### src/rrc_pkg.sv
`timescale 1ns / 1ps
// ----------------------------------------------------------------------------
// rrc_pkg: shared constants, prototype rom and microprogram
// Holds the Q2.14 root-raised-cosine prototype, the tap placement function
// and the control store of the tap generator sequencer.
// ----------------------------------------------------------------------------
package rrc_pkg;

  localparam int MAX_HALF  = 32;
  localparam int TAP_BITS  = 16;
  localparam int HL_W      = 6;
  localparam int IDX_W     = 6;
  localparam int PROTO_W   = 16;
  localparam int MAG_W     = 15;
  localparam int SUM_W     = 24;
  localparam int DIV_W     = SUM_W - 1;
  localparam int FRAC      = TAP_BITS - 1;
  localparam int NUM_W     = MAG_W + FRAC + 1;
  localparam int RCP_K     = NUM_W;
  localparam int RCP_W     = RCP_K + 1;
  localparam int DCNT_W    = $clog2(RCP_W);
  localparam int PROD2_W   = TAP_BITS + DIV_W;
  localparam int REM_W     = ((NUM_W > PROD2_W) ? NUM_W : PROD2_W) + 1;
  localparam int ROM_LEN   = 17;
  localparam int ROM_IDX_W = $clog2(ROM_LEN);
  localparam int STEP_W    = 4;
  localparam int PROG_DEPTH = 2 ** STEP_W;

  // prototype taps, signed Q2.14, index is offset from center in half symbols
  localparam logic signed [PROTO_W-1:0] PROTO_ROM [ROM_LEN] = '{
    16'sd17167, 16'sd10311, -16'sd760,  -16'sd3129, 16'sd694,  16'sd1539,
    -16'sd592,  -16'sd788,  16'sd468,   16'sd355,   -16'sd335, -16'sd99,
    16'sd209,   -16'sd41,   -16'sd100,  16'sd100,   16'sd17
  };

  typedef enum logic [3:0] {
    OP_NOP,
    OP_LOAD,
    OP_ACC,
    OP_DSETUP,
    OP_DSTEP,
    OP_TSETUP,
    OP_FETCH,
    OP_MUL1,
    OP_MUL2,
    OP_EMIT
  } op_e;

  typedef enum logic [1:0] {
    W_NONE,
    W_IN,
    W_OUT
  } wait_e;

  typedef enum logic [2:0] {
    J_NEVER,
    J_ALWAYS,
    J_NOT_END,
    J_NOT_DDONE,
    J_NOT_LAST
  } jmp_e;

  typedef logic [STEP_W-1:0] step_t;

  typedef struct packed {
    op_e   op;
    wait_e wt;
    jmp_e  jc;
    step_t target;
  } ctrl_word_t;

  localparam step_t STEP_IDLE  = STEP_W'(0);
  localparam step_t STEP_SUM   = STEP_W'(1);
  localparam step_t STEP_DIV   = STEP_W'(3);
  localparam step_t STEP_FETCH = STEP_W'(5);

  // one word per step: wait condition stalls the step, jump overrides step + 1
  localparam ctrl_word_t PROGRAM [PROG_DEPTH] = '{
    '{OP_LOAD,   W_IN,   J_NEVER,     STEP_IDLE},
    '{OP_ACC,    W_NONE, J_NOT_END,   STEP_SUM},
    '{OP_DSETUP, W_NONE, J_NEVER,     STEP_IDLE},
    '{OP_DSTEP,  W_NONE, J_NOT_DDONE, STEP_DIV},
    '{OP_TSETUP, W_NONE, J_NEVER,     STEP_IDLE},
    '{OP_FETCH,  W_NONE, J_NEVER,     STEP_IDLE},
    '{OP_MUL1,   W_NONE, J_NEVER,     STEP_IDLE},
    '{OP_MUL2,   W_NONE, J_NEVER,     STEP_IDLE},
    '{OP_EMIT,   W_OUT,  J_NOT_LAST,  STEP_FETCH},
    '{OP_NOP,    W_NONE, J_ALWAYS,    STEP_IDLE},
    '{OP_NOP,    W_NONE, J_ALWAYS,    STEP_IDLE},
    '{OP_NOP,    W_NONE, J_ALWAYS,    STEP_IDLE},
    '{OP_NOP,    W_NONE, J_ALWAYS,    STEP_IDLE},
    '{OP_NOP,    W_NONE, J_ALWAYS,    STEP_IDLE},
    '{OP_NOP,    W_NONE, J_ALWAYS,    STEP_IDLE},
    '{OP_NOP,    W_NONE, J_ALWAYS,    STEP_IDLE}
  };

  // tap value at position idx of a filter with half length n
  // center c = n/2; left side mirrors about n - c, which puts the first
  // off-center value on the center for odd n
  function automatic logic signed [PROTO_W-1:0] rrc_tap(
    input logic [HL_W-1:0]  n,
    input logic [IDX_W-1:0] idx
  );
    logic [HL_W-1:0] c;
    logic [HL_W-1:0] d;
    logic [HL_W-1:0] k;
    c = n >> 1;
    d = n - c;
    k = '0;
    rrc_tap = '0;
    if (HL_W'(idx) <= n) begin
      k = (HL_W'(idx) <= c) ? (d - HL_W'(idx)) : (HL_W'(idx) - c);
      if (k < HL_W'(ROM_LEN)) begin
        rrc_tap = PROTO_ROM[k[ROM_IDX_W-1:0]];
      end
    end
  endfunction

endpackage

### src/rrc_tap_generator.sv
`timescale 1ns / 1ps
// ----------------------------------------------------------------------------
// rrc_tap_generator: normalized root-raised-cosine tap generator
// Microcoded sequencer that sums the prototype taps, forms a reciprocal of
// the sum and emits 2n normalized Q1.15 taps in index order.
// ----------------------------------------------------------------------------
// One input transfer carries a half length n (0 is taken as 1, values above
// 32 as 32) and yields 2n output transfers, tap_index 0 .. 2n-1, with
// last_tap set on the final one. Taps come from a Q2.14 prototype rom
// (roll-off 0.175, two samples per symbol) and are divided by their sum,
// rounded half away from zero and saturated to Q1.15. One run sums n + 1
// prototype taps, forms the reciprocal bit-serially, then takes four control
// steps per tap (fetch, two multiplies, round and emit). The result register
// lets the last tap wait while the next half length is already taken.
module rrc_tap_generator (
  input  logic                             clk_i,
  input  logic                             rst_ni,
  input  logic                             in_valid_i,
  output logic                             in_stall_o,
  input  logic [rrc_pkg::HL_W-1:0]         half_length_i,
  output logic                             out_valid_o,
  input  logic                             out_stall_i,
  output logic signed [rrc_pkg::TAP_BITS-1:0] tap_value_o,
  output logic [rrc_pkg::IDX_W-1:0]        tap_index_o,
  output logic                             last_tap_o
);
  import rrc_pkg::*;

  // saturation limits in magnitude
  localparam logic [TAP_BITS:0] POS_LIM = {2'b00, {FRAC{1'b1}}};
  localparam logic [TAP_BITS:0] NEG_LIM = {2'b01, {FRAC{1'b0}}};

  // sequencer
  step_t      step_q, step_d;
  ctrl_word_t cw;
  logic       go;
  logic       jump;
  logic       out_free;

  // datapath registers
  logic [HL_W-1:0]         n_q, n_d;
  logic [IDX_W-1:0]        idx_q, idx_d;
  logic signed [SUM_W-1:0] sum_q, sum_d;
  logic [DIV_W-1:0]        div_q, div_d;
  logic [DIV_W-1:0]        rem_q, rem_d;
  logic [RCP_W-1:0]        rcp_q, rcp_d;
  logic [DCNT_W-1:0]       dcnt_q, dcnt_d;
  logic                    neg_q, neg_d;
  logic [NUM_W-1:0]        num_q, num_d;
  logic [NUM_W:0]          qe_q, qe_d;
  logic                    sat_q, sat_d;
  logic [PROD2_W-1:0]      prod2_q, prod2_d;

  // result register
  logic                       out_valid_q, out_valid_d;
  logic signed [TAP_BITS-1:0] tap_value_q, tap_value_d;
  logic [IDX_W-1:0]           tap_index_q, tap_index_d;
  logic                       last_tap_q, last_tap_d;

  // helpers
  logic signed [PROTO_W-1:0] tap;
  logic [PROTO_W-1:0]        tap_mag;
  logic [HL_W:0]             total;
  logic                      is_last;
  logic [DIV_W:0]            rsh;
  logic                      dvd_bit;
  logic [NUM_W+RCP_W-1:0]    prod1;
  logic [REM_W-1:0]          rmd;
  logic [TAP_BITS:0]         q_fix;
  logic [TAP_BITS:0]         q_sat;
  logic [TAP_BITS:0]         q_neg;

  assign cw       = PROGRAM[step_q];
  assign out_free = !out_valid_q || !out_stall_i;

  // input side is open only while the current step waits on it
  assign in_stall_o = (cw.wt != W_IN);

  assign total   = {n_q, 1'b0};
  assign is_last = ({1'b0, idx_q} == (total - (HL_W+1)'(1)));

  // wait and jump conditions
  always_comb begin
    unique case (cw.wt)
      W_NONE:  go = 1'b1;
      W_IN:    go = in_valid_i;
      W_OUT:   go = out_free;
      default: go = 1'b1;
    endcase
  end

  always_comb begin
    unique case (cw.jc)
      J_NEVER:     jump = 1'b0;
      J_ALWAYS:    jump = 1'b1;
      J_NOT_END:   jump = (HL_W'(idx_q) != n_q);
      J_NOT_DDONE: jump = (dcnt_q != '0);
      J_NOT_LAST:  jump = !is_last;
      default:     jump = 1'b0;
    endcase
  end

  // next step
  always_comb begin
    step_d = step_q;
    if (go) begin
      step_d = jump ? cw.target : (step_q + STEP_W'(1));
    end
  end

  // tap lookup for the current index
  assign tap     = rrc_tap(n_q, idx_q);
  assign tap_mag = tap[PROTO_W-1] ? (PROTO_W'(0) - tap) : tap;

  // reciprocal divider step: dividend is 2^RCP_K, one quotient bit a cycle
  assign dvd_bit = (dcnt_q == DCNT_W'(RCP_K));
  assign rsh     = {rem_q, dvd_bit};

  // estimate is at most one below the true quotient
  assign prod1 = NUM_W'(num_q) * rcp_q;

  // remainder check and saturation
  always_comb begin
    rmd   = REM_W'(num_q) - REM_W'(prod2_q);
    q_fix = {1'b0, qe_q[TAP_BITS-1:0]}
            + ((rmd >= REM_W'(div_q)) ? (TAP_BITS+1)'(1) : (TAP_BITS+1)'(0));
    if (neg_q) begin
      q_sat = (sat_q || (q_fix > NEG_LIM)) ? NEG_LIM : q_fix;
    end else begin
      q_sat = (sat_q || (q_fix > POS_LIM)) ? POS_LIM : q_fix;
    end
    q_neg = (TAP_BITS+1)'(0) - q_sat;
  end

  // datapath micro-operations
  always_comb begin
    n_d         = n_q;
    idx_d       = idx_q;
    sum_d       = sum_q;
    div_d       = div_q;
    rem_d       = rem_q;
    rcp_d       = rcp_q;
    dcnt_d      = dcnt_q;
    neg_d       = neg_q;
    num_d       = num_q;
    qe_d        = qe_q;
    sat_d       = sat_q;
    prod2_d     = prod2_q;
    tap_value_d = tap_value_q;
    tap_index_d = tap_index_q;
    last_tap_d  = last_tap_q;
    out_valid_d = out_valid_q && out_stall_i;

    if (go) begin
      unique case (cw.op)
        OP_NOP: begin
        end
        OP_LOAD: begin
          // clamp half length into 1 .. MAX_HALF
          if (half_length_i == '0) begin
            n_d = HL_W'(1);
          end else if (half_length_i > HL_W'(MAX_HALF)) begin
            n_d = HL_W'(MAX_HALF);
          end else begin
            n_d = half_length_i;
          end
          idx_d = '0;
          sum_d = '0;
        end
        OP_ACC: begin
          // only indices 0 .. n carry taps
          sum_d = sum_q + SUM_W'(tap);
          idx_d = idx_q + IDX_W'(1);
        end
        OP_DSETUP: begin
          // a non-positive sum divides by one
          if (!sum_q[SUM_W-1] && (sum_q != '0)) begin
            div_d = sum_q[DIV_W-1:0];
          end else begin
            div_d = DIV_W'(1);
          end
          rem_d  = '0;
          rcp_d  = '0;
          dcnt_d = DCNT_W'(RCP_K);
        end
        OP_DSTEP: begin
          if (rsh >= {1'b0, div_q}) begin
            rem_d = DIV_W'(rsh - {1'b0, div_q});
            rcp_d = {rcp_q[RCP_W-2:0], 1'b1};
          end else begin
            rem_d = rsh[DIV_W-1:0];
            rcp_d = {rcp_q[RCP_W-2:0], 1'b0};
          end
          dcnt_d = dcnt_q - DCNT_W'(1);
        end
        OP_TSETUP: begin
          idx_d = '0;
        end
        OP_FETCH: begin
          // numerator with half the divisor added for rounding
          neg_d = tap[PROTO_W-1];
          num_d = (NUM_W'(tap_mag[MAG_W-1:0]) << FRAC) + NUM_W'(div_q >> 1);
        end
        OP_MUL1: begin
          qe_d = prod1[RCP_K +: NUM_W+1];
        end
        OP_MUL2: begin
          sat_d   = |qe_q[NUM_W:TAP_BITS];
          prod2_d = PROD2_W'(qe_q[TAP_BITS-1:0]) * PROD2_W'(div_q);
        end
        OP_EMIT: begin
          out_valid_d = 1'b1;
          tap_value_d = neg_q ? q_neg[TAP_BITS-1:0] : q_sat[TAP_BITS-1:0];
          tap_index_d = idx_q;
          last_tap_d  = is_last;
          idx_d       = idx_q + IDX_W'(1);
        end
        default: begin
        end
      endcase
    end
  end

  // control state
  always_ff @(posedge clk_i or negedge rst_ni) begin
    if (!rst_ni) begin
      step_q      <= STEP_IDLE;
      out_valid_q <= 1'b0;
    end else begin
      step_q      <= step_d;
      out_valid_q <= out_valid_d;
    end
  end

  // datapath and result payload
  always_ff @(posedge clk_i) begin
    n_q         <= n_d;
    idx_q       <= idx_d;
    sum_q       <= sum_d;
    div_q       <= div_d;
    rem_q       <= rem_d;
    rcp_q       <= rcp_d;
    dcnt_q      <= dcnt_d;
    neg_q       <= neg_d;
    num_q       <= num_d;
    qe_q        <= qe_d;
    sat_q       <= sat_d;
    prod2_q     <= prod2_d;
    tap_value_q <= tap_value_d;
    tap_index_q <= tap_index_d;
    last_tap_q  <= last_tap_d;
  end

  assign out_valid_o = out_valid_q;
  assign tap_value_o = tap_value_q;
  assign tap_index_o = tap_index_q;
  assign last_tap_o  = last_tap_q;

endmodule

### config.mk
export PLATFORM = sky130hd
export DESIGN_NAME = rrc_tap_generator
export DESIGN_NICKNAME = d
export VERILOG_FILES = /design/src/rrc_pkg.sv /design/src/rrc_tap_generator.sv
export SDC_FILE = /design/constraint.sdc
export NUM_CORES = 2
export LEC_CHECK = 0
export BUFFER_PORTS_ARGS = -buffer_cell sky130_fd_sc_hd__buf_2
export CAP_MARGIN = 0
export CORE_UTILIZATION = 30
export CTS_CLUSTER_SIZE = 8
export DETAILED_ROUTE_END_ITERATION = 10
export GPL_ROUTABILITY_DRIVEN = 0
export HOLD_SLACK_MARGIN = 0.06
export REMOVE_ABC_BUFFERS = 1
export SYNTH_ARGS = -nofsm -noshare
export SYNTH_HDL_FRONTEND = slang
export SYNTH_SLANG_ARGS = --single-unit
### constraint.sdc
create_clock -name clk_i -period 14.5 [get_ports clk_i]
set_clock_uncertainty 0.05 [all_clocks]
set_input_delay 0 -clock clk_i [delete_from_list [all_inputs] [get_ports clk_i]]
set_output_delay 0 -clock clk_i [all_outputs]
set_load 0.02 [all_outputs]
==> summary.md <==
| Metric | Value |
|---|---|
| Status | `finished, final reports clean` |
| Port Buffers | `34` |
| TritonCTS clock tree | `yes` |
| Vias post-DR | `~42,000` |
| Clock buffer count from CTS | `41` |
| Initial antenna violation count | `1` |
| Main synth FF type | `edfxtp_1` |
| Max cap viols | `0` |
| Number of global-route vias before repair | `45,457` |
| Hold buffers post-CTS | `12` |
| Post-DR vias/cell | `4.82` |
| Clk_lat worst skew | `~630 ps` |
| Worst-path fanout max | `32` |
| Tmin final | `9920 ps` |
| Area of the core | `191,000 um2` |
| H-tree depth | `2` |
| Non-filler cells, final | `8,725` |
| Drt first-iter violations | `2,909` |
| Post-synth EDFFs | `roughly 250` |
| RSZ-0062 raised after global routing | `false` |
| CTS Sinks | `approximately 250` |
| Crit path max-delay cell type | `edfxtp_1` |
| DR WL/cell | `18.1 um` |
| Placed cell count | `between 8,000 and 9,000` |
| CP endpoint kind | `register` |
| Drt first pass iters | `6` |
| Largest net degree at the start of global routing | `56` |
| Clk slew on worst S/H paths | `60 ps` |
| Root Buffer Master | `clkbuf_16` |
| Post-route DRC | `0` |
| Period utilization | `0.684` |
| Most used cell, CP | `a21oi_1` |
| R2R setup slack | `around 4600 ps` |
| Sequential area share after synthesis | `0.130` |
| Asr flop ratio synth | `0.0199` |
| Max Clock Freq | `between 100 and 150 MHz` |
| Final setup vio count | `0` |
| Synth Instances | `approximately 6,300` |
| Global-route wire length before repair | `255,000 um` |
| Post-Route WL | `158,000 um` |
| Synth cell types | `91` |
| Die area | `195,000 um2` |
| Slew Limit Fails | `0` |
| Final hold vios | `0` |
| Num rows | `160` |
| Fraction of layout cells with a size suffix above 1 | `0.0394` |
| GRT overflow | `0` |
| Dpl hpwl | `118,000 um` |
| Routed Antenna Nets | `0` |
| Post-synth top cells | `inv_1, fa_1, nand2_1, ha_1, and2_1` |
| Die width | `441 um` |
| Synth-to-Final Area Change | `7.46%` |
| Worst-margin pin slew | `approximately 1200 ps` |
| Top-count cell post-synth | `inv_1` |
| CP Launch Type | `register` |
| Crit path largest cell delay | `roughly 800 ps` |
| Synth top area cells | `fa_1, edfxtp_1, ha_1` |
| Starting density of the core | `0.303` |
| CTS resizes | `0` |
| Leading area contributor after synthesis | `fa_1` |
| WS Path Type | `reg2reg` |
| Relative slew slack | `0.220` |
| Worst path required time | `14,740 ps` |
| Die Y | `441 um` |
| Setup TNS | `0 ps` |
| Yosys reg bits | `251` |
| Warnings from Yosys | `0` |
| Worst Hold Class | `in2reg` |
| Yosys top cell area share | `0.404` |
| Max clock buf depth | `3` |
| Mean Syn Cell Area | `9.19 um2` |
| Final net count | `7,883` |
| GRT Total Usage | `0.167` |
| Num ports | `35` |
| Crit path DAT | `around 10,000 ps` |
| Final Hold Slack | `144 ps` |
| Cell Area, Synth | `57,900 um2` |
| Post-CTS setup buffers | `0` |
[layer usage]
| metal | track usage | vias up | share of wire |
|---|---|---|---|
| met5 | 0 | - | 0 |
| met4 | 0.0507 | 0 | 0.035 |
| met3 | 0.0203 | 289 | 0.059 |
| met2 | 0.288 | 1327 | 0.49 |
| met1 | 0.218 | 21564 | 0.42 |
| li1 | - | 18903 | - |
[state kept, by name, summed over array words and instances, names as in the netlist]
name,flops
prod2_q,39
qe_q,32
rcp_q,32
idx_q,6
step_q,4
n_q,6
out_valid_o,1
tap_value_o,16
dcnt_q,5
tap_index_o,6
last_tap_o,1
sum_q,24
rem_q,23
div_q,23
neg_q,1
sat_q,1
num_q,31
[final timing paths]
path                             start              end  cells after the start
max in group asynchronous       rst_ni        step_q[0]                      3
min in group asynchronous       rst_ni        step_q[3]                      3
max                           num_q[0]  tap_value_o[14]                     43
max reg2reg                   num_q[0]  tap_value_o[14]                     43
min reg2reg                out_valid_o      out_valid_o                      1
min                        out_stall_i        step_q[3]                      4
[layout make-up]
class                           count  area, um2
Fill cell                       19698     129000
Multi-Input combinational cell   4423      44300
Sequential cell                   251       7510
Inverter                         1323       4970
Tap cell                         2511       3140
Clock buffer                       54       1110
Timing Repair Buffer              152       1090
Clock inverter                      9        104
Antenna cell                        2       5.00
[through the flow]
stage,util,cell area (um2),setup WS [ps]
final,0.326,62200,4580
after global routing,0.326,62200,3840
after CTS,0.326,62200,4740
after detailed placement,0.319,60900,4820
after global placement,0.319,60900,4950
after floorplan,-,56700,6220
[critical path, delay by kind of cell (launching register included)]
kind,cells,cell delay (ps)
AND/OR/NAND/NOR,17,3510
AO/OA/AOI/OAI,14,2930
adder cells (fa/ha/maj),5,1330
flip-flops,1,790
buffers and inverters,4,410
multiplexers,2,380
XOR/XNOR,1,150
[kinds of logic (layout without fill, tap and decap cells)]
| kind of cell | count (synthesis) | in the layout | synth area share |
|---|---|---|---|
| AOI/OAI and AO/OA | 533 | 533 | 0.0592 |
| xor gates and xnor gates | 174 | 174 | 0.0265 |
| adders and majority gates | 1681 | 1681 | 0.515 |
| buffers and inverters | 1623 | 1538 | 0.106 |
| DFF | 251 | 251 | 0.130 |
| muxes | 19 | 19 | 0.00339 |
| other | 1 | 4 | 0.0000648 |
| and+or+nand+nor | 2014 | 2014 | 0.160 |
[placed cells by master (no fill, tap or decap), types with 75 or more instances in the layout]
cell,count
inv_1,1321
fa_1,1167
nand2_1,1147
ha_1,514
and2_1,397
edfxtp_1,246
a21oi_1,173
nor2_1,166
xnor2_1,114
buf_4,106
o21ai_0,97
a21o_1,75
Power is left out: the tool's default activity adds up to more than one toggle a clock period on the data nets, which glitch-free logic cannot reach.
